<file path="src/rtl/core/fixed_point_q24_8_alu_assert.svh">
// Assertion macros for the Q24.8 fixed-point ALU.
// Expects clk_i and rst_ni in the scope of the module that uses them.
`ifndef FIXED_POINT_Q24_8_ALU_ASSERT_SVH
`define FIXED_POINT_Q24_8_ALU_ASSERT_SVH

// Same-cycle implication
`define FPA_ASSERT_NOW(lbl, ante, cons, msg) \
  lbl: assert property (@(posedge clk_i) disable iff (!rst_ni) (ante) |-> (cons)) \
    else $error(msg);

// Next-cycle implication
`define FPA_ASSERT_NEXT(lbl, ante, cons, msg) \
  lbl: assert property (@(posedge clk_i) disable iff (!rst_ni) (ante) |=> (cons)) \
    else $error(msg);

`endif

</file>
<file path="src/rtl/core/fpa_pkg.sv">
// Shared types and constants for the Q24.8 fixed-point ALU.
// No dependencies.
`default_nettype none

package fpa_pkg;

  localparam int DATA_W        = 32;
  localparam int FRAC_BITS_DEF = 8;
  localparam int WORD_BITS_DEF = 32;

  typedef enum logic [3:0] {
    OP_ADD      = 4'd0,
    OP_SUB      = 4'd1,
    OP_MUL      = 4'd2,
    OP_DIV      = 4'd3,
    OP_GT       = 4'd4,
    OP_LT       = 4'd5,
    OP_GE       = 4'd6,
    OP_LE       = 4'd7,
    OP_EQ       = 4'd8,
    OP_NE       = 4'd9,
    OP_MIN      = 4'd10,
    OP_MAX      = 4'd11,
    OP_INC      = 4'd12,
    OP_DEC      = 4'd13,
    OP_FROM_INT = 4'd14,
    OP_TO_INT   = 4'd15
  } op_e;

  typedef enum logic [1:0] {
    ERR_OK   = 2'd0,
    ERR_DIV0 = 2'd1,
    ERR_OVF  = 2'd2
  } err_e;

  // Input transfer payload
  typedef struct packed {
    op_e                      op;
    logic signed [DATA_W-1:0] a;
    logic signed [DATA_W-1:0] b;
  } in_t;

  // Output transfer payload
  typedef struct packed {
    logic signed [DATA_W-1:0] value;
    logic                     flag;
    err_e                     error;
  } out_t;

  // Per-stage control carried along the divider chain
  typedef struct packed {
    logic valid;
    logic is_div;  // result comes from the quotient
    logic neg;     // quotient sign
  } ctl_t;

endpackage

`default_nettype wire

</file>
<file path="src/rtl/core/fpa_cell.sv">
// One divider cell: produces one quotient bit and forwards everything else.
// Depends on fpa_pkg.
`default_nettype none

module fpa_cell #(
  parameter int FRAC_BITS = fpa_pkg::FRAC_BITS_DEF,
  parameter int WORD_BITS = fpa_pkg::WORD_BITS_DEF
) (
  input  wire logic                             clk_i,
  input  wire logic                             rst_ni,
  input  wire logic                             en_i,
  input  wire fpa_pkg::ctl_t                    ctl_i,
  input  wire fpa_pkg::out_t                    res_i,
  input  wire logic [WORD_BITS-1:0]             dvs_i,
  input  wire logic [WORD_BITS-1:0]             rem_i,
  input  wire logic [WORD_BITS+FRAC_BITS-1:0]   dq_i,
  output fpa_pkg::ctl_t                         ctl_o,
  output fpa_pkg::out_t                         res_o,
  output logic [WORD_BITS-1:0]                  dvs_o,
  output logic [WORD_BITS-1:0]                  rem_o,
  output logic [WORD_BITS+FRAC_BITS-1:0]        dq_o
);

  localparam int W = WORD_BITS;
  localparam int N = WORD_BITS + FRAC_BITS;

  // Restoring step: shift in next dividend bit, trial subtract
  logic [W:0]   rem_sh, rem_sub;
  logic         take;
  logic [W-1:0] rem_d;
  logic [N-1:0] dq_d;

  assign rem_sh  = {rem_i, dq_i[N-1]};
  assign rem_sub = rem_sh - {1'b0, dvs_i};
  assign take    = rem_sh >= {1'b0, dvs_i};
  assign rem_d   = take ? rem_sub[W-1:0] : rem_sh[W-1:0];
  assign dq_d    = {dq_i[N-2:0], take};

  fpa_pkg::ctl_t ctl_q;

  always_ff @(posedge clk_i or negedge rst_ni) begin
    if (!rst_ni) begin
      ctl_q <= '0;
    end else if (en_i) begin
      ctl_q <= ctl_i;
    end
  end

  always_ff @(posedge clk_i) begin
    if (en_i) begin
      res_o <= res_i;
      dvs_o <= dvs_i;
      rem_o <= rem_d;
      dq_o  <= dq_d;
    end
  end

  assign ctl_o = ctl_q;

endmodule

`default_nettype wire

</file>
<file path="config.mk">
export PLATFORM = sky130hd
export DESIGN_NAME = fpa_cell
export DESIGN_NICKNAME = d
export VERILOG_FILES = /design/src/rtl/core/fixed_point_q24_8_alu_assert.svh /design/src/rtl/core/fpa_pkg.sv /design/src/rtl/core/fpa_cell.sv
export SDC_FILE = /design/constraint.sdc
export NUM_CORES = 1
export LEC_CHECK = 0
export BUFFER_PORTS_ARGS = -buffer_cell sky130_fd_sc_hd__buf_4
export CORE_MARGIN = 2
export CORE_UTILIZATION = 30
export DETAILED_ROUTE_END_ITERATION = 8
export SLEW_MARGIN = 20
export SYNTH_ARGS = -nofsm -noshare
export SYNTH_HDL_FRONTEND = slang
export SYNTH_SLANG_ARGS = --single-unit
</file>
<file path="constraint.sdc">
create_clock -name clk_i -period 1.4 [get_ports clk_i]
set_input_delay 0 -clock clk_i [delete_from_list [all_inputs] [get_ports clk_i]]
set_output_delay 0 -clock clk_i [all_outputs]
set_load 0.01 [all_outputs]
</file>
==> results.cfg <==
[sta]
layout_setup_ws_ns = -0.943
rsz0062_at_grt = true
finalCritPeriodShare_pct = 167
hold_viol_final = 1
worstMarginPinSlew_ns = 0.563
skew_ns = 0
worst_hold_slack_ns = -0.0723
slew_viol_final = 0
period_minus_slack_ns = 2.34
setup_viol = 33
relSlewSlack_pct = 62.3
fmax_mhz = 427
setup-tns-final_ns = -27.36

[drt]
wirelength_um = 21200
wl_per_cell_um = 16.2
dr.pass1.iters = 4
drt-vias-per-instance = 4.47
post-route-drc-count = 0
drt-initial-drc-count = 219
routed-via-count = 5874
drtAntennaViolNets = 0

[yosys]
syn-instance-count = 490
synthTopCellsByCount = edfxtp_1 (139), a21oi_1 (56), inv_1 (38)
synth_seq_cells = 142
yosysSeqAreaShare_pct = 65.4
yosysWarnings = 0
syn-mean-instance-area_um2 = 13.2
yosys.area_share.simple_pct = 7.17
synth_top_cell_area_share_pct = 64.3
netlist_area_mm2 = 0.00649
synthMuxAreaShare_pct = 2.41
yosys.cell_count.top_type = edfxtp_1
synth_xor_xnor_area_share_pct = 3.64
yosys.area.top_type = edfxtp_1
syn_nets = 668
synth_top_family_by_area = compound AO/OA/AOI/OAI gates
synth_edf_count = 139
yosysUniqueCellTypes = 49
ys_top_cells_by_area = edfxtp_1 (64%), ha_1 (6.2%), a21oi_1 (4.3%), inv_1 (2.2%), nor2_1 (2.0%)
synthAdderAreaFrac_pct = 6.48
synthArstFlopShare_pct = 2.11
synth_compound_area_share_pct = 11.3
synth_flop_cell = edfxtp_1

[grt]
overflow = 0
grt_pass1_wl_um = 31600
antenna_found_initial = 0
grt_max_degree = 53
grt_pass1_vias = 6037
grt_use_total_pct = 18.2

[critical_path]
endpoint_kind = register
max_stage_delay_ns = 0.53
critical_path_class = in2reg
worstPathArrival_ns = 2.51
required_ns = 1.56
path_cells = buf_8 -> inv_4 -> ha_4 -> nand4_1 -> or4_1 -> a21oi_2 -> nor3_4 -> a211oi_2 -> o21ai_2 -> o31ai_4 -> buf_12 -> mux2_2
r2r_cells = 1
cp_max_fo = 13
regToRegStartpoint = ctl_o[1]
cpMaxStageDelayCell = or4_1
start_kind = input pin
rrSetupSlack_ns = 0.64
r2r_end = ctl_o[1]

[cts]
cts_buffers = 17
path_clk_slew_ns = 0.07
cts_tree = done
h-tree-depth = 4
clockRootBuffer = clkbuf_16
insertion_delay_ns = 0.41
hold_buffers = 141
clock_path_buffers = 2
cts.sinks = 142

[finish]
n_antenna_cell = 0
drive_gt1_share_pct = 45.4
syn_to_final_growth_pct = 84.9
final_util_pct = 56.7
final_net_count = 1203

[power_and_ir_drop]
power_mw = 12.9
ir_drop_mv = 0.774
powerDensity_mw_per_mm2 = 1070
leakage_nw = 5.26

[placed_design]
place.gp.congestion = 0.836
hpwl_um = 15400
port_buffers = 286
post-place-ws_ns = -1.64

[hold_path]
hp-class = in2reg
holdPathStages = 3
min_from = rem_i[31]
hold_end = rem_o[29]

[floorplanning]
coreArea_mm2 = 0.0212
die_x_um = 151
initial_core_util_pct = 30.7
dieArea_mm2 = 0.0228
io_pins = 287
num_rows = 53
die_h_um = 151

[run]
drv_cap = 0

[status]
violations = hold timing, setup timing
outcome = finished with violations
-- worst max-delay path by stage --
stage,from,to,slack (ns)
2_1_floorplan,dvs_i[7],rem_o[13],-1.26
3_3_place_gp,dvs_i[0],rem_o[30],-1.48
5_1_grt,dq_i[39],rem_o[30],-1.04
4_1_cts,dvs_i[0],rem_o[30],-0.96
6_report,dvs_i[15],rem_o[8],-0.94
3_5_place_dp,dvs_i[0],rem_o[30],-1.64
-- kinds of logic (layout without fill, tap and decap cells) --
group / after synthesis / count (layout)
flip-flops: 142 / 142
adder cells (fa/ha/maj): 33 / 33
XOR/XNOR: 27 / 27
AO/OA/AOI/OAI: 119 / 119
buffers and inverters: 56 / 604
multiplexers: 14 / 14
AND/OR/NAND/NOR: 99 / 99
-- critical path: cells and delay by family --
kind,cells,cell delay (ns)
adders and majority gates,1,0.25
AOI/OAI and AO/OA,4,0.81
buffers and inverters,3,0.31
muxes,1,0.35
and+or+nand+nor,3,0.78
-- registers in the layout, indices dropped and copies added (netlist names) --
| register | count |
|---|---|
| dq_o | 40 |
| res_o | 35 |
| dvs_o | 32 |
| rem_o | 32 |
| ctl_o | 3 |
-- repair_timing --
item | in CTS | in global routing
buffers inserted | 5 | 2
endpoints found under the setup margin | 33 | 33
hold endpoints to repair | 151 | 1
pin swaps | 5 | 9
gates resized for setup | 28 | 15
-- placed cells by master, fill, tap and decap left out, types with 4 or more instances in the layout --
cell and count:
nor2_1 35, ha_4 9, a21o_1 12, inv_6 7
inv_1 30, ha_1 23, edfxtp_1 139, xor2_1 12
clkbuf_16 17, dlygate4sd3_1 141, mux2_4 5, inv_2 6
a21oi_1 53, nand4_1 8, buf_4 379, xnor2_1 15
mux2_2 8, o21a_1 6, nand2_1 25, buf_12 4
o211ai_1 4, buf_6 9, nand3_1 8, clkinvlp_4 4
a31oi_1 4, o21ai_1 4, o21ai_0 11
-- per-layer routing --
metal / share of wire (%) / vias up / GRT usage [%]
li1: - / 2896 / -
met1: 41 / 2772 / 21.6
met2: 51 / 187 / 32.2
met3: 6.8 / 19 / 5.18
met4: 1.4 / 0 / 5.23
met5: 0 / - / 0
-- layout make-up --
cell class,instances,area [um^2]
well taps,275,344
clock inverters,14,123
multi-input cells,292,2250
flip-flops and latches,142,4250
clock buffers,18,429
fillers,1774,9150
inverters,38,153
repair buffers,534,4450
-- metrics by stage --
| stage | area (um^2) | std cells |
|---|---|---|
| global route | 12000 | 1313 |
| detailed placement | 9800 | 1133 |
| finish | 12000 | 1313 |
| floorplan | 6660 | 490 |
| CTS | 11900 | 1311 |
| global placement | 9800 | 1133 |
-- report_power, final --
part / internal, mW / switching, mW / leakage, nW
Clock: 2.33 / 1.97 / 0.259
Sequential: 5.17 / 0.123 / 1.40
Combinational: 1.85 / 1.44 / 3.61
Total: 9.35 / 3.54 / 5.26
Power figures use the tool's default switching activity.
