--- config.mk ---
export PLATFORM = sky130hd
export DESIGN_NAME = fpa_prep
export DESIGN_NICKNAME = d
export VERILOG_FILES = /design/src/rtl/core/fixed_point_q24_8_alu_assert.svh /design/src/rtl/core/fpa_pkg.sv /design/src/rtl/core/fpa_prep.sv
export SDC_FILE = /design/constraint.sdc
export NUM_CORES = 2
export LEC_CHECK = 0
export BUFFER_PORTS_ARGS = -buffer_cell sky130_fd_sc_hd__buf_2
export CAP_MARGIN = 10
export CORE_MARGIN = 5
export CORE_UTILIZATION = 58
export CTS_CLUSTER_SIZE = 30
export DETAILED_ROUTE_END_ITERATION = 8
export PLACE_DENSITY_LB_ADDON = 0.1
export SETUP_SLACK_MARGIN = 0.05
export SLEW_MARGIN = 40
export SYNTH_ARGS = -nofsm -noshare
export SYNTH_HDL_FRONTEND = slang
export SYNTH_SLANG_ARGS = --single-unit
--- constraint.sdc ---
create_clock -name clk_i -period 7.5 [get_ports clk_i]
set_clock_uncertainty 0.2 [all_clocks]
set_input_delay 1.125 -clock clk_i [delete_from_list [all_inputs] [get_ports clk_i]]
set_output_delay 1.125 -clock clk_i [all_outputs]
set_load 0.03 [all_outputs]
--- src/rtl/core/fixed_point_q24_8_alu_assert.svh ---
// Assertion macros for the Q24.8 fixed-point ALU.
// Expects clk_i and rst_ni in the scope of the module that uses them.
`ifndef FIXED_POINT_Q24_8_ALU_ASSERT_SVH
`define FIXED_POINT_Q24_8_ALU_ASSERT_SVH

// Same-cycle implication
`define FPA_ASSERT_NOW(lbl, ante, cons, msg) \
  lbl: assert property (@(posedge clk_i) disable iff (!rst_ni) (ante) |-> (cons)) \
    else $error(msg);

// Next-cycle implication
`define FPA_ASSERT_NEXT(lbl, ante, cons, msg) \
  lbl: assert property (@(posedge clk_i) disable iff (!rst_ni) (ante) |=> (cons)) \
    else $error(msg);

`endif

--- src/rtl/core/fpa_pkg.sv ---
// Shared types and constants for the Q24.8 fixed-point ALU.
// No dependencies.
`default_nettype none

package fpa_pkg;

  localparam int DATA_W        = 32;
  localparam int FRAC_BITS_DEF = 8;
  localparam int WORD_BITS_DEF = 32;

  typedef enum logic [3:0] {
    OP_ADD      = 4'd0,
    OP_SUB      = 4'd1,
    OP_MUL      = 4'd2,
    OP_DIV      = 4'd3,
    OP_GT       = 4'd4,
    OP_LT       = 4'd5,
    OP_GE       = 4'd6,
    OP_LE       = 4'd7,
    OP_EQ       = 4'd8,
    OP_NE       = 4'd9,
    OP_MIN      = 4'd10,
    OP_MAX      = 4'd11,
    OP_INC      = 4'd12,
    OP_DEC      = 4'd13,
    OP_FROM_INT = 4'd14,
    OP_TO_INT   = 4'd15
  } op_e;

  typedef enum logic [1:0] {
    ERR_OK   = 2'd0,
    ERR_DIV0 = 2'd1,
    ERR_OVF  = 2'd2
  } err_e;

  // Input transfer payload
  typedef struct packed {
    op_e                      op;
    logic signed [DATA_W-1:0] a;
    logic signed [DATA_W-1:0] b;
  } in_t;

  // Output transfer payload
  typedef struct packed {
    logic signed [DATA_W-1:0] value;
    logic                     flag;
    err_e                     error;
  } out_t;

  // Per-stage control carried along the divider chain
  typedef struct packed {
    logic valid;
    logic is_div;  // result comes from the quotient
    logic neg;     // quotient sign
  } ctl_t;

endpackage

`default_nettype wire

--- src/rtl/core/fpa_prep.sv ---
// Front end: operand capture, multiplier, all non-divide results, divider setup.
// Depends on fpa_pkg.
`default_nettype none

module fpa_prep #(
  parameter int FRAC_BITS = fpa_pkg::FRAC_BITS_DEF,
  parameter int WORD_BITS = fpa_pkg::WORD_BITS_DEF
) (
  input  wire logic                           clk_i,
  input  wire logic                           rst_ni,
  input  wire logic                           en_i,
  input  wire logic                           in_valid_i,
  input  wire fpa_pkg::in_t                   in_data_i,
  output fpa_pkg::ctl_t                       ctl_o,
  output fpa_pkg::out_t                       res_o,
  output logic [WORD_BITS-1:0]                dvs_o,
  output logic [WORD_BITS+FRAC_BITS-1:0]      dq_o
);

  localparam int W = WORD_BITS;
  localparam int F = FRAC_BITS;
  localparam logic [2*W-1:0] MUL_BIAS = {{(2*W-F){1'b0}}, {F{1'b1}}};
  localparam logic [W-1:0]   INT_BIAS = {{(W-F){1'b0}}, {F{1'b1}}};

  // Stage 1: capture and multiply
  logic                    v1_q;
  fpa_pkg::op_e            op1_q;
  logic signed [W-1:0]     a1_q, b1_q;
  logic signed [2*W-1:0]   prod1_q;
  logic signed [W-1:0]     a_w, b_w;

  assign a_w = in_data_i.a[W-1:0];
  assign b_w = in_data_i.b[W-1:0];

  always_ff @(posedge clk_i or negedge rst_ni) begin
    if (!rst_ni) begin
      v1_q <= 1'b0;
    end else if (en_i) begin
      v1_q <= in_valid_i;
    end
  end

  always_ff @(posedge clk_i) begin
    if (en_i) begin
      op1_q   <= in_data_i.op;
      a1_q    <= a_w;
      b1_q    <= b_w;
      prod1_q <= (2*W)'(a_w) * (2*W)'(b_w);
    end
  end

  // Multiply: scale down toward zero, check range
  logic signed [2*W-1:0] msum, mex;
  logic signed [W-1:0]   mul_w;
  logic                  mul_ovf;

  assign msum    = prod1_q + (prod1_q[2*W-1] ? MUL_BIAS : '0);
  assign mex     = msum >>> F;
  assign mul_w   = mex[W-1:0];
  assign mul_ovf = !((&mex[2*W-1:W-1]) || !(|mex[2*W-1:W-1]));

  // Integer conversions
  logic signed [W+F-1:0] fex;
  logic signed [W-1:0]   fromi_w, toi_w, tsum;
  logic                  fromi_ovf;

  assign fex       = (W+F)'(a1_q) <<< F;
  assign fromi_w   = fex[W-1:0];
  assign fromi_ovf = !((&fex[W+F-1:W-1]) || !(|fex[W+F-1:W-1]));
  assign tsum      = a1_q + (a1_q[W-1] ? INT_BIAS : '0);
  assign toi_w     = tsum >>> F;

  // Wrapping arithmetic and compares
  logic signed [W-1:0] sum_w, diff_w, inc_w, dec_w;
  logic                lt, eq;

  assign sum_w  = a1_q + b1_q;
  assign diff_w = a1_q - b1_q;
  assign inc_w  = a1_q + W'(1);
  assign dec_w  = a1_q - W'(1);
  assign lt     = a1_q < b1_q;
  assign eq     = a1_q == b1_q;

  // Divider setup: magnitudes and sign
  logic [W-1:0]   mag_a, mag_b;
  logic signed [W-1:0] neg_a, neg_b;
  logic           dzero;

  assign neg_a = -a1_q;
  assign neg_b = -b1_q;
  assign mag_a = a1_q[W-1] ? neg_a : a1_q;
  assign mag_b = b1_q[W-1] ? neg_b : b1_q;
  assign dzero = !(|b1_q);

  fpa_pkg::out_t res_d;
  fpa_pkg::ctl_t ctl_d;

  always_comb begin
    res_d = '0;
    ctl_d = '0;
    ctl_d.valid = v1_q;
    case (op1_q)
      fpa_pkg::OP_ADD: res_d.value = fpa_pkg::DATA_W'(sum_w);
      fpa_pkg::OP_SUB: res_d.value = fpa_pkg::DATA_W'(diff_w);
      fpa_pkg::OP_MUL: begin
        res_d.value = fpa_pkg::DATA_W'(mul_w);
        res_d.error = mul_ovf ? fpa_pkg::ERR_OVF : fpa_pkg::ERR_OK;
      end
      fpa_pkg::OP_DIV: begin
        // zero divisor answers here; otherwise the quotient decides
        res_d.error  = dzero ? fpa_pkg::ERR_DIV0 : fpa_pkg::ERR_OK;
        ctl_d.is_div = !dzero;
        ctl_d.neg    = a1_q[W-1] ^ b1_q[W-1];
      end
      fpa_pkg::OP_GT:  res_d.flag = !lt && !eq;
      fpa_pkg::OP_LT:  res_d.flag = lt;
      fpa_pkg::OP_GE:  res_d.flag = !lt;
      fpa_pkg::OP_LE:  res_d.flag = lt || eq;
      fpa_pkg::OP_EQ:  res_d.flag = eq;
      fpa_pkg::OP_NE:  res_d.flag = !eq;
      fpa_pkg::OP_MIN: res_d.value = fpa_pkg::DATA_W'(lt ? a1_q : b1_q);
      fpa_pkg::OP_MAX: res_d.value = fpa_pkg::DATA_W'(lt ? b1_q : a1_q);
      fpa_pkg::OP_INC: res_d.value = fpa_pkg::DATA_W'(inc_w);
      fpa_pkg::OP_DEC: res_d.value = fpa_pkg::DATA_W'(dec_w);
      fpa_pkg::OP_FROM_INT: begin
        res_d.value = fpa_pkg::DATA_W'(fromi_w);
        res_d.error = fromi_ovf ? fpa_pkg::ERR_OVF : fpa_pkg::ERR_OK;
      end
      fpa_pkg::OP_TO_INT: res_d.value = fpa_pkg::DATA_W'(toi_w);
      default: res_d = '0;
    endcase
  end

  // Stage 2 registers
  fpa_pkg::ctl_t ctl_q;

  always_ff @(posedge clk_i or negedge rst_ni) begin
    if (!rst_ni) begin
      ctl_q <= '0;
    end else if (en_i) begin
      ctl_q <= ctl_d;
    end
  end

  always_ff @(posedge clk_i) begin
    if (en_i) begin
      res_o <= res_d;
      dvs_o <= mag_b;
      dq_o  <= {mag_a, {F{1'b0}}};
    end
  end

  assign ctl_o = ctl_q;

endmodule

`default_nettype wire

==> results_dict.tcl <==
set metrics [dict create \
    status "finished with violations" \
    violations "setup timing" \
    rows 109 \
    worst-endpoint-arrival_ps 8070 \
    grt_pass1_vias 43085 \
    synth_common_cells "fa_1, inv_1, nand2_1, and2_1, clkbuf_1" \
    setup_viol 22 \
    holdBufCountCts 0 \
    die_h_um 308 \
    boundaryPins 182 \
    netlist_instances 5387 \
    vias_per_cell 5.64 \
    clkTransAtPathRegs_ps 70 \
    synth.area.top_cells "fa_1, edfxtp_1, inv_1" \
    synth_area_sq_um 51500 \
    drive_gt1_share_pct 18.4 \
    yosys.area.top_type "fa_1" \
    worstHoldPathType "primary input to async pin" \
    setup_slack_ps -479 \
    crit_slowest_cell "fa_2" \
    final.setup.tns_ps -5500 \
    start_util_pct 58.4 \
    synth_seq_cells 235 \
    avgSynthCellArea_sq_um 9.56 \
    cts.sinks 235 \
    wl_mm 151 \
    firstDrtPassIters 6 \
    clk_latency_ps 550 \
    routedWlPerCell_um 21.4 \
    synth_edf_count 231 \
    core_area_sq_um 88200 \
    fillers 6919 \
    critical_path_class "primary input to flip-flop" \
    max-cap-violations 0 \
    critPathMaxStageDelay_ps 590 \
    drtIter0Drc 3101 \
    post-route-period-util_pct 106 \
    synth_cell_types 75 \
    drc 0 \
    tritoncts "built" \
    async_flop_share_pct 1.70 \
    holdWs_ps 178 \
    grt_pass1_wl_mm 240 \
    numCtsBuffers 23 \
    synth_top_area_share_pct 42.1 \
    dpl.hpwl_mm 124 \
    place_inst 6913 \
    antenna_found_initial 5 \
    drtAntennaViolNets 0 \
    synth_most_common_cell "fa_1" \
    worst_slew_pin_slew_ps 879 \
    synthFlopType "edfxtp_1" \
    slew_headroom_pct 41.4 \
    worst_setup_path_start_kind "primary input" \
    crit_path_end_kind "flip-flop" \
    die_x_um 308 \
    fin_nets 7280 \
    cts_root_buffer "clkbuf_16" \
    r2r-start "b1_q[3]" \
    instances_no_fill 7044 \
    slew_viol_final 0 \
    crit_top_cell "fa_2" \
    htree_levels 1 \
    seq_area_frac_synth_pct 13.7 \
    die_area_sq_um 94800 \
    grt_max_degree 129 \
    areaGrowthSynthToFinish_pct 17.3 \
    cts_buffer_depth 3 \
    vias 39735 \
    port_buffers 173 \
    fmax_mhz 125 \
    place_congestion 0.998 \
    cp.required_ps 7590 \
    grt_usage_pct 32.2 \
    period_minus_slack_ps 7980 \
    hold_violations 0 \
    cp-startpoint "in_data_i[31]" \
    grt_overflow 0 \
    yosys_warnings 0 \
    rsz0062_at_grt "yes" \
    crit_path_max_fanout 5 \
]
## path summary, 6_finish.rpt
path / end / slack [ps] / cells after the start
max in group asynchronous: v1_q / 6800 / 1
min in group clk_i: v1_q / 310 / 1
min: ctl_o[2] / 180 / 1
max reg2reg: res_o[25] / 1160 / 18
min reg2reg: v1_q / 310 / 1
max: prod1_q[63] / -480 / 27
## worst max-delay path: cells and delay by family
kind                       cells  cell delay [ps]
AOI/OAI and AO/OA              6             1130
and+or+nand+nor                5              720
buffers and inverters          6              720
xor gates and xnor gates       1              100
adders and majority gates      9             4230
## cell families (layout without fill, tap and decap cells)
kind of cell,after synthesis,in the layout,synth area share [%]
xor+xnor,285,285,4.85
fa+ha+maj,1347,1347,48.5
mux,12,12,0.255
compound gates,561,561,7.18
buf+inv,1317,1801,9.68
flops,235,235,13.7
simple gates,1629,1629,15.8
other cells,1,9,0.00728
## metrics by stage
stage	util (%)	setup WS, ps	instance area (sq um)
final	68.5	-479	60400
after global routing	68.5	-715	60400
after CTS	67.9	-484	59900
after floorplan	-	-993	52200
after detailed placement	64.6	-1460	57000
after global placement	64.6	-1380	57000
## registers in the layout, summed over array words and instances (netlist names)
register	cells
prod1_q	64
res_o	35
dq_o	32
ctl_o	3
dvs_o	32
v1_q	1
a1_q	32
b1_q	32
op1_q	4
## layout by cell type (no fill, tap or decap), drive strengths merged, types with 102 or more instances in the layout
cell type,count
a21oi,163
inv,1031
and2,510
xnor2,215
buf,731
nor2,144
o21ai,102
ha,263
edfxtp,231
fa,1084
nand2,666
## timing repair
action                                  4_1_cts  5_1_grt
endpoints found under the setup margin       36       38
gates cloned                                  4        1
setup buffers                                77       13
pin swaps                                   204       54
resized for setup                           403       95
## routing by layer
metal | global-route usage, % | vias up | part of all wire, %
li1 | - | 17600 | -
met2 | 53.8 | 1616 | 48
met3 | 4.43 | 328 | 7.7
met4 | 9.96 | 0 | 3.8
met1 | 44.5 | 20191 | 41
met5 | 0 | - | 0
## area by class of cell
| class | count | area (sq um) | share of cell area [%] |
|---|---|---|---|
| inverters | 1027 | 3870 | 6.40 |
| well taps | 1165 | 1460 | 2.41 |
| clock buffers | 23 | 576 | 0.953 |
| flip-flops and latches | 235 | 7040 | 11.6 |
| multi-input cells | 3842 | 40800 | 67.6 |
| diodes | 1 | 2.50 | 0.00414 |
| repair buffers | 732 | 6470 | 10.7 |
| clock inverters | 19 | 161 | 0.267 |
Power is left out: the tool's default activity adds up to more than one toggle a clock period on the data nets, which glitch-free logic cannot reach.
