### src/rtl/core/fixed_point_q24_8_alu_assert.svh
// Assertion macros for the Q24.8 fixed-point ALU.
// Expects clk_i and rst_ni in the scope of the module that uses them.
`ifndef FIXED_POINT_Q24_8_ALU_ASSERT_SVH
`define FIXED_POINT_Q24_8_ALU_ASSERT_SVH

// Same-cycle implication
`define FPA_ASSERT_NOW(lbl, ante, cons, msg) \
  lbl: assert property (@(posedge clk_i) disable iff (!rst_ni) (ante) |-> (cons)) \
    else $error(msg);

// Next-cycle implication
`define FPA_ASSERT_NEXT(lbl, ante, cons, msg) \
  lbl: assert property (@(posedge clk_i) disable iff (!rst_ni) (ante) |=> (cons)) \
    else $error(msg);

`endif

### src/rtl/core/fpa_pkg.sv
// Shared types and constants for the Q24.8 fixed-point ALU.
// No dependencies.
`default_nettype none

package fpa_pkg;

  localparam int DATA_W        = 32;
  localparam int FRAC_BITS_DEF = 8;
  localparam int WORD_BITS_DEF = 32;

  typedef enum logic [3:0] {
    OP_ADD      = 4'd0,
    OP_SUB      = 4'd1,
    OP_MUL      = 4'd2,
    OP_DIV      = 4'd3,
    OP_GT       = 4'd4,
    OP_LT       = 4'd5,
    OP_GE       = 4'd6,
    OP_LE       = 4'd7,
    OP_EQ       = 4'd8,
    OP_NE       = 4'd9,
    OP_MIN      = 4'd10,
    OP_MAX      = 4'd11,
    OP_INC      = 4'd12,
    OP_DEC      = 4'd13,
    OP_FROM_INT = 4'd14,
    OP_TO_INT   = 4'd15
  } op_e;

  typedef enum logic [1:0] {
    ERR_OK   = 2'd0,
    ERR_DIV0 = 2'd1,
    ERR_OVF  = 2'd2
  } err_e;

  // Input transfer payload
  typedef struct packed {
    op_e                      op;
    logic signed [DATA_W-1:0] a;
    logic signed [DATA_W-1:0] b;
  } in_t;

  // Output transfer payload
  typedef struct packed {
    logic signed [DATA_W-1:0] value;
    logic                     flag;
    err_e                     error;
  } out_t;

  // Per-stage control carried along the divider chain
  typedef struct packed {
    logic valid;
    logic is_div;  // result comes from the quotient
    logic neg;     // quotient sign
  } ctl_t;

endpackage

`default_nettype wire

### src/rtl/core/fpa_post.sv
// Output stage: signs and range-checks the quotient, holds the result transfer.
// Depends on fpa_pkg.
`default_nettype none

module fpa_post #(
  parameter int FRAC_BITS = fpa_pkg::FRAC_BITS_DEF,
  parameter int WORD_BITS = fpa_pkg::WORD_BITS_DEF
) (
  input  wire logic                             clk_i,
  input  wire logic                             rst_ni,
  input  wire logic                             en_i,
  input  wire fpa_pkg::ctl_t                    ctl_i,
  input  wire fpa_pkg::out_t                    res_i,
  input  wire logic [WORD_BITS+FRAC_BITS-1:0]   dq_i,
  output logic                                  out_valid_o,
  output fpa_pkg::out_t                         out_data_o
);

  localparam int W = WORD_BITS;
  localparam int N = WORD_BITS + FRAC_BITS;

  // Quotient magnitude to signed word; low bits of the exact result
  logic [W-1:0]        q_w;
  logic signed [W-1:0] q_neg, dv_w;
  logic                fits_pos, fits_neg, fits;

  assign q_w      = dq_i[W-1:0];
  assign q_neg    = -q_w;
  assign dv_w     = ctl_i.neg ? q_neg : q_w;
  assign fits_pos = !(|dq_i[N-1:W-1]);
  assign fits_neg = !(|dq_i[N-1:W]) && (!dq_i[W-1] || !(|dq_i[W-2:0]));
  assign fits     = ctl_i.neg ? fits_neg : fits_pos;

  fpa_pkg::out_t out_d;

  always_comb begin
    out_d = res_i;
    if (ctl_i.is_div) begin
      out_d.value = fpa_pkg::DATA_W'(dv_w);
      out_d.flag  = 1'b0;
      out_d.error = fits ? fpa_pkg::ERR_OK : fpa_pkg::ERR_OVF;
    end
  end

  logic out_valid_q;

  always_ff @(posedge clk_i or negedge rst_ni) begin
    if (!rst_ni) begin
      out_valid_q <= 1'b0;
    end else if (en_i) begin
      out_valid_q <= ctl_i.valid;
    end
  end

  always_ff @(posedge clk_i) begin
    if (en_i && ctl_i.valid) begin
      out_data_o <= out_d;
    end
  end

  assign out_valid_o = out_valid_q;

endmodule

`default_nettype wire

### config.mk
export PLATFORM = sky130hd
export DESIGN_NAME = fpa_post
export DESIGN_NICKNAME = d
export VERILOG_FILES = /design/src/rtl/core/fixed_point_q24_8_alu_assert.svh /design/src/rtl/core/fpa_pkg.sv /design/src/rtl/core/fpa_post.sv
export SDC_FILE = /design/constraint.sdc
export NUM_CORES = 1
export LEC_CHECK = 0
export BUFFER_PORTS_ARGS = -buffer_cell sky130_fd_sc_hd__clkbuf_2
export CORE_MARGIN = 5
export CORE_UTILIZATION = 47
export CTS_CLUSTER_DIAMETER = 60
export DETAILED_ROUTE_END_ITERATION = 7
export GPL_TIMING_DRIVEN = 0
export PLACE_DENSITY = 0.8
export RECOVER_POWER = 25
export SYNTH_ARGS = -nofsm -noshare
export SYNTH_HDL_FRONTEND = slang
export SYNTH_SLANG_ARGS = --single-unit
### constraint.sdc
create_clock -name clk_i -period 0.8 [get_ports clk_i]
set_input_delay 0 -clock clk_i [delete_from_list [all_inputs] [get_ports clk_i]]
set_output_delay 0 -clock clk_i [all_outputs]
set_load 0.05 [all_outputs]
==> results of run 1 <==
[cell type report]
cell class | count | area, sq um | share of cell area, %
Sequential cell | 36 | 1080 | 23.6
Clock buffer | 5 | 68.8 | 1.51
Tap cell | 70 | 87.6 | 1.92
Multi-Input combinational cell | 215 | 1760 | 38.5
Timing Repair Buffer | 152 | 1360 | 29.8
Clock inverter | 3 | 42.5 | 0.931
Buffer | 16 | 121 | 2.66
Inverter | 8 | 50.0 | 1.10
[report_power, final]
group / switching (W) / total, W / internal [W]
sequential: 0.0000727 / 0.00233 / 0.00226
clock: 0.000771 / 0.00169 / 0.000924
combinational: 0.00133 / 0.00224 / 0.000907
total: 0.00217 / 0.00626 / 0.00409
[kinds of logic (layout without fill, tap and decap cells)]
logic type / after synthesis / in the layout
AOI/OAI and AO/OA: 61 / 61
xor gates and xnor gates: 13 / 13
adders and majority gates: 1 / 1
buffers and inverters: 28 / 184
DFF: 36 / 36
muxes: 3 / 3
and+or+nand+nor: 137 / 137
[registers in the layout, indices dropped and copies added, names as in the netlist]
name and cells:
out_data_o 35, out_valid_o 1
[per-layer routing]
layer / vias up / GRT usage [%] / share of wire, %
li1: 1408 / - / -
met1: 1591 / 31.6 / 33
met2: 349 / 47.8 / 48
met3: 100 / 5.54 / 11
met4: 0 / 10.8 / 7.4
met5: - / 0 / 0
[critical path, delay by kind of cell]
family / cells / cell delay (ps)
simple gates: 4 / 1730
buf+inv: 1 / 100
[repair_timing]
item / in CTS / in global routing
pin swaps: 30 / 48
endpoints found under the hold margin: 2 / 0
hold buffers: 3 / 0
resized for setup: 121 / 82
setup buffers: 23 / 13
endpoints found under the setup margin: 67 / 71
gates cloned: 0 / 0
[synthesized netlist by cell type (3+ instances only)]
master,number,area (sq um)
nand2_1,12,45.0
o21ai_0,8,40.0
nand3_1,18,90.1
or3_1,8,50.1
nand4_1,8,50.1
a21oi_1,16,80.1
nor2b_1,11,68.8
nand3b_1,5,37.5
xnor2_1,6,52.6
a221oi_1,4,35.0
nor3_1,11,55.1
nor2_1,28,105
a31oi_1,9,56.3
clkbuf_1,17,63.8
or4_4,3,33.8
a2111oi_0,5,43.8
inv_1,8,30.0
and3_1,5,31.3
o31ai_1,3,22.5
edfxtp_1,35,1050
a41oi_1,3,26.3
nor4_1,11,68.8
or4_1,11,82.6
xor2_1,7,61.3
[through the flow]
stage | setup slack [ps] | instance area [sq um] | setup TNS, ps | hold slack (ps) | total power, W
floorplan | -1050 | 2710 | -18510 | -296 | 0.00337
global placement | -1330 | 3380 | -33890 | -224 | 0.00391
detailed placement | -1360 | 3380 | -35050 | -225 | 0.00394
CTS | -930 | 4250 | -20950 | 3.14 | 0.00593
global route | -883 | 4570 | -24380 | 7.69 | 0.00643
finish | -876 | 4570 | -22560 | -9.59 | 0.00626
[worst paths after layout]
| check | depth (start not counted) | from | slack [ps] | endpoint |
|---|---|---|---|---|
| min in group clk_i | 2 | res_i[3] | 10 | out_data_o[3] |
| setup reg to reg | 1 | out_valid_o | 0 | out_valid_o |
| hold / removal | 2 | rst_ni | -10 | out_valid_o |
| setup / recovery | 5 | dq_i[20] | -880 | out_data_o[34] |
| max in group asynchronous | 2 | rst_ni | 710 | out_valid_o |
| hold reg to reg | 1 | out_valid_o | 560 | out_valid_o |
==> out/results.ini, run 1 <==
[outcome]
outcome=finished with violations
failed_checks=negative hold slack, negative setup slack

[place]
io_buffer_count=116
placedCellCount=465
hpwl_um=6280
gp_congestion=0.877

[timing]
period_share_pct=209
rsz0062_at_grt=true
clock_skew_ps=0
slew_headroom_pct=52.6
maxClockFrequency_mhz=597
worst_pin_slew_ps=711
layout_setup_ws_ps=-876
slew_viol_final=0
timing.final.hold_violations=1
holdWs_ps=-9.59
setup_viol=66
layout_min_cycle_time_ps=1680

[grt]
grt_max_degree=36
overflow=0
antenna_found_initial=0
track_usage_pct=27.0
grt_pass1_wl_um=15300
grt_pass1_vias=3090

[die]
initial_utilization_pct=48.9
fp.coreArea_sq_um=5170
dieHeight_um=83.4
rows=26
ios=117
die_w_um=83.4
dieArea_sq_um=6950

[logic_synthesis]
synth_compound_area_share_pct=16.9
synth_fa_ha_area_share_pct=0.495
seq_area_frac_synth_pct=42.5
syn_inst=279
muxShareOfSynthArea_pct=1.29
synthSimpleGateAreaFrac_pct=30.1
synthFlopType=edfxtp_1
syn-num-nets=361
syn_area_sq_um=2530
synthArstFlopShare_pct=2.78
ys_warn_count=0
synth_cell_types=44
synth.avg_cell_area_sq_um=9.07
synth_edf_count=35
synth_top_family_by_area=simple AND/OR/NAND/NOR gates
synth-seq-cells=36
synth_xor_area_share_pct=4.50

[clock_network]
clock_latency_ps=300
root_buffer=clkbuf_8
h-tree-depth=2
cts_buffers=5
path_clk_slew_ps=90
clock-sinks=36
clk_path_buf_depth=2
tritoncts=built

[power_and_ir_drop]
ir_worst_vdd_uv=959
powerDensity_nw_per_um2=1370
p_leak_nw=1.85

[route]
drtAntennaViolNets=0
first_pass_iters=6
avgViaCountPerCell=6.83
num_vias=3448
remaining_drc_errors=0
drt_iter0_markers=415
wl_per_cell_um=24.3
drt_wl_total_um=12300

[worst_setup_path]
cp_slowest_cell=or4_4
cpPeakStageDelay_ps=570
cp_max_fo=8
cp_data_arrival_time_ps=1840
cp-end-kind=register
required_ps=960
crit_top_cell=or4_4
criticalPathCategory=in -> reg
path_cells=buf_8 -> or4_4 -> or4_4 -> or4_4 -> nand3_2
cp-start-kind=input pin

[layout]
final_nets=516
insertedDiodeCount=0
drive_above_1_share_pct=53.3
mostFrequentLayoutCell=clkbuf_2
final_core_util_pct=88.3
fin_cells=505
nFillCells=227
syn2layout_area_growth_pct=80.6
final_cell_mix=clkbuf_2, clkbuf_8, edfxtp_1

[flow_run]
max_cap_violations=0

[worst_hold_path]
hold_class=in -> async

No activity file was read; power rests on OpenSTA's default activity.
==> run 2, diff against run 1 <==
--- a/config.mk
+++ b/config.mk
@@ -7,11 +7,12 @@
 export LEC_CHECK = 0
 export BUFFER_PORTS_ARGS = -buffer_cell sky130_fd_sc_hd__clkbuf_2
 export CORE_MARGIN = 5
-export CORE_UTILIZATION = 47
+export CORE_UTILIZATION = 49
+export CTS_BUF_LIST = sky130_fd_sc_hd__clkbuf_8
 export CTS_CLUSTER_DIAMETER = 60
 export DETAILED_ROUTE_END_ITERATION = 7
 export GPL_TIMING_DRIVEN = 0
-export PLACE_DENSITY = 0.8
+export PLACE_DENSITY = 0.83
 export RECOVER_POWER = 25
 export SYNTH_ARGS = -nofsm -noshare
 export SYNTH_HDL_FRONTEND = slang
==> run 2 against run 1 <==
  * The flow finishes with violations (design-rule violations, negative hold slack, negative setup slack)
  * Wire length rose by 11%
  * Power grew 2.8%
  * Maximum frequency decreased by 0.94%
  * Utilization up 5.2 points
  * Global-route usage grew 4.2 points
  * Design area up 3.9%
  * Via count up 7.0%
  * Sequential share of layout area decreased by 0.88 points
  * Register-to-register slack is essentially flat
  * Clock skew stayed put
==> out/results.ini, run 2 (synthesis gave the netlist of run 1 again) <==
[layout]
regMostFlops=out_data_o  ; unchanged
insertedDiodeCount=0  ; unchanged
final_cell_mix=clkbuf_2, edfxtp_1, clkbuf_8  ; was clkbuf_2, clkbuf_8, edfxtp_1
largest_reg_flops=35  ; unchanged
final_nets=528  ; was 516
drive_above_1_share_pct=54.1  ; was 53.3%
mostFrequentLayoutCell=clkbuf_2  ; unchanged
fin_cells=517  ; was 505
syn2layout_area_growth_pct=87.6  ; was 80.6%

[grt]
antenna_found_initial=0  ; unchanged
overflow=0  ; unchanged
grt_pass1_wl_um=15700  ; was 15,300 um
track_usage_pct=31.2  ; was 27.0%
grt_max_degree=36  ; unchanged
grt_pass1_vias=3253  ; was 3,090

[route]
wl_met2_um=6450  ; was 5950 um
dr_wl_met3_um=1560  ; was 1380 um
avgViaCountPerCell=7.14  ; was 6.83
drt_iter0_markers=645  ; was 415
drtAntennaViolNets=0  ; unchanged
wl_met1_um=4560  ; was 4050 um
num_vias=3691  ; was 3,448
wl_per_cell_um=26.4  ; was 24.3 um
remaining_drc_errors=2  ; was 0
drt_wl_total_um=13600  ; was 12,300 um
top_layer=met4  ; unchanged
first_pass_iters=8  ; was 6

[timing]
layout_min_cycle_time_ps=1690  ; was 1680 ps
clock_skew_ps=0  ; unchanged
slew_headroom_pct=49.7  ; was 52.6%
holdWs_ps=-1.58  ; was -9.59 ps
timing.final.hold_violations=1  ; unchanged
maxClockFrequency_mhz=591  ; was 597 MHz
setup_viol=71  ; was 66
slew_viol_final=0  ; unchanged
layout_setup_ws_ps=-892  ; was -876 ps
period_share_pct=211  ; was 209%
worst_pin_slew_ps=754  ; was 711 ps
rsz0062_at_grt=true  ; unchanged

[worst_hold_path]
worstHoldStart=res_i[3]
hold_class=in -> reg  ; was in -> async

[die]
fp.coreArea_sq_um=5070  ; was 5170 sq um
ios=117  ; unchanged
die_w_um=81.9  ; was 83.4 um
rows=26  ; unchanged
dieHeight_um=81.9  ; was 83.4 um
dieArea_sq_um=6700  ; was 6950 sq um
initial_utilization_pct=49.9  ; was 48.9%

[power_and_ir_drop]
total_power_w=0.00643  ; was 0.00626 W
pwr-share-seq_pct=36.4  ; was 37.2%
internal-power_w=0.00416  ; was 0.00409 W
power.net_switching_w=0.00227  ; was 0.00217 W
clkPwrFrac_pct=26.8  ; was 27.1%
powerDensity_nw_per_um2=1360  ; was 1370 nW/um^2
p_leak_nw=1.90  ; was 1.85 nW
ir_worst_vdd_uv=1160  ; was 959 uV
pwr-share-comb_pct=36.9  ; was 35.7%
p_sw_share_pct=35.3  ; was 34.7%

[worst_setup_path]
cp-start-kind=input pin  ; unchanged
regToRegStartpoint=out_valid_o  ; unchanged
regToRegSetupSlack_ps=10  ; was 0 ps
cp_data_arrival_time_ps=1860  ; was 1840 ps
setup.worst_path.start=dq_i[20]  ; unchanged
required_ps=970  ; was 960 ps
cp-end-kind=register  ; unchanged
cp_max_fo=5  ; was 8
criticalPathCategory=in -> reg  ; unchanged

[outcome]
failed_checks=design-rule violations, negative hold slack, negative setup slack  ; was negative hold slack, negative setup slack
outcome=finished with violations  ; unchanged

[clock_network]
tritoncts=built  ; unchanged
h-tree-depth=2  ; unchanged
cts_buffers=5  ; unchanged
root_buffer=clkbuf_8  ; unchanged
path_clk_slew_ps=80  ; was 90 ps
clk_path_buf_depth=2  ; unchanged
clock-sinks=36  ; unchanged
clock_latency_ps=310  ; was 300 ps

[place]
placedCellCount=465  ; unchanged
hpwl_um=5970  ; was 6280 um
gp_congestion=0.844  ; was 0.877
io_buffer_count=116  ; unchanged

[flow_run]
max_cap_violations=0  ; unchanged

-- run 2: changes by cell type in the layout (fill, tap and decap cells not counted), moves of 2 or more --
cell      before  now
buf_8          9   17
nor3_2         0    2
buf_6         14   21
buf_4         20   26
clkbuf_8      41   34
nand3_1       12   15
nand3_2        6    3
clkbuf_2      67   62
-- run 2: cell type report --
class / instances / area, sq um
clock inverter: 3 / 42.5
inverter: 8 / 55.1
buffer: 16 / 125
timing repair buffer: 164 / 1540
fill: 150 / 328
sequential: 36 / 1080
tap: 70 / 87.6
multi-input combinational: 215 / 1750
clock buffer: 5 / 68.8
-- run 2: what timing repair did --
item	4_1_cts	5_1_grt
setup buffers	27	19
resized for setup	134	96
endpoints found under the hold margin	4	0
gates cloned	0	0
hold buffers	5	0
endpoints found under the setup margin	68	69
pin swaps	41	46
-- run 2: power by group through the flow --
stage | clock network, W | logic (W) | registers, W
2_1_floorplan | 0 | 0.000522 | 0.00284
3_3_place_gp | 0 | 0.00158 | 0.00233
3_5_place_dp | 0 | 0.00160 | 0.00233
4_1_cts | 0.00167 | 0.00201 | 0.00231
5_1_grt | 0.00179 | 0.00243 | 0.00235
6_report | 0.00172 | 0.00237 | 0.00234
-- run 2: worst max-delay path: stages --
cell	delay (ps)
buf_8	100
or4_4	570
or4_4	630
or4_4	460
nand3_2	90
-- run 2: metal layers --
layer	global-route usage (%)	vias to the layer above
li1	-	1438
met1	34.3	1691
met2	55.7	429
met3	6.25	133
met4	17.6	0
met5	0	-
-- run 2: stage by stage --
step | instance area [sq um] | setup TNS, ps | setup WS, ps | util [%]
global placement | 3380 | -33560 | -1340 | 66.6
finish | 4750 | -23640 | -892 | 93.5
floorplan | 2710 | -18510 | -1050 | -
detailed placement | 3380 | -35090 | -1370 | 66.6
global route | 4750 | -24740 | -887 | 93.5
CTS | 4370 | -20120 | -941 | 86.1
-- run 2: worst paths after layout --
check,to,cells past startpoint
min in group asynchronous,out_valid_o,3
min reg2reg,out_valid_o,1
max,out_data_o[33],5
min,out_data_o[3],2
max in group asynchronous,out_valid_o,3
max reg2reg,out_valid_o,1
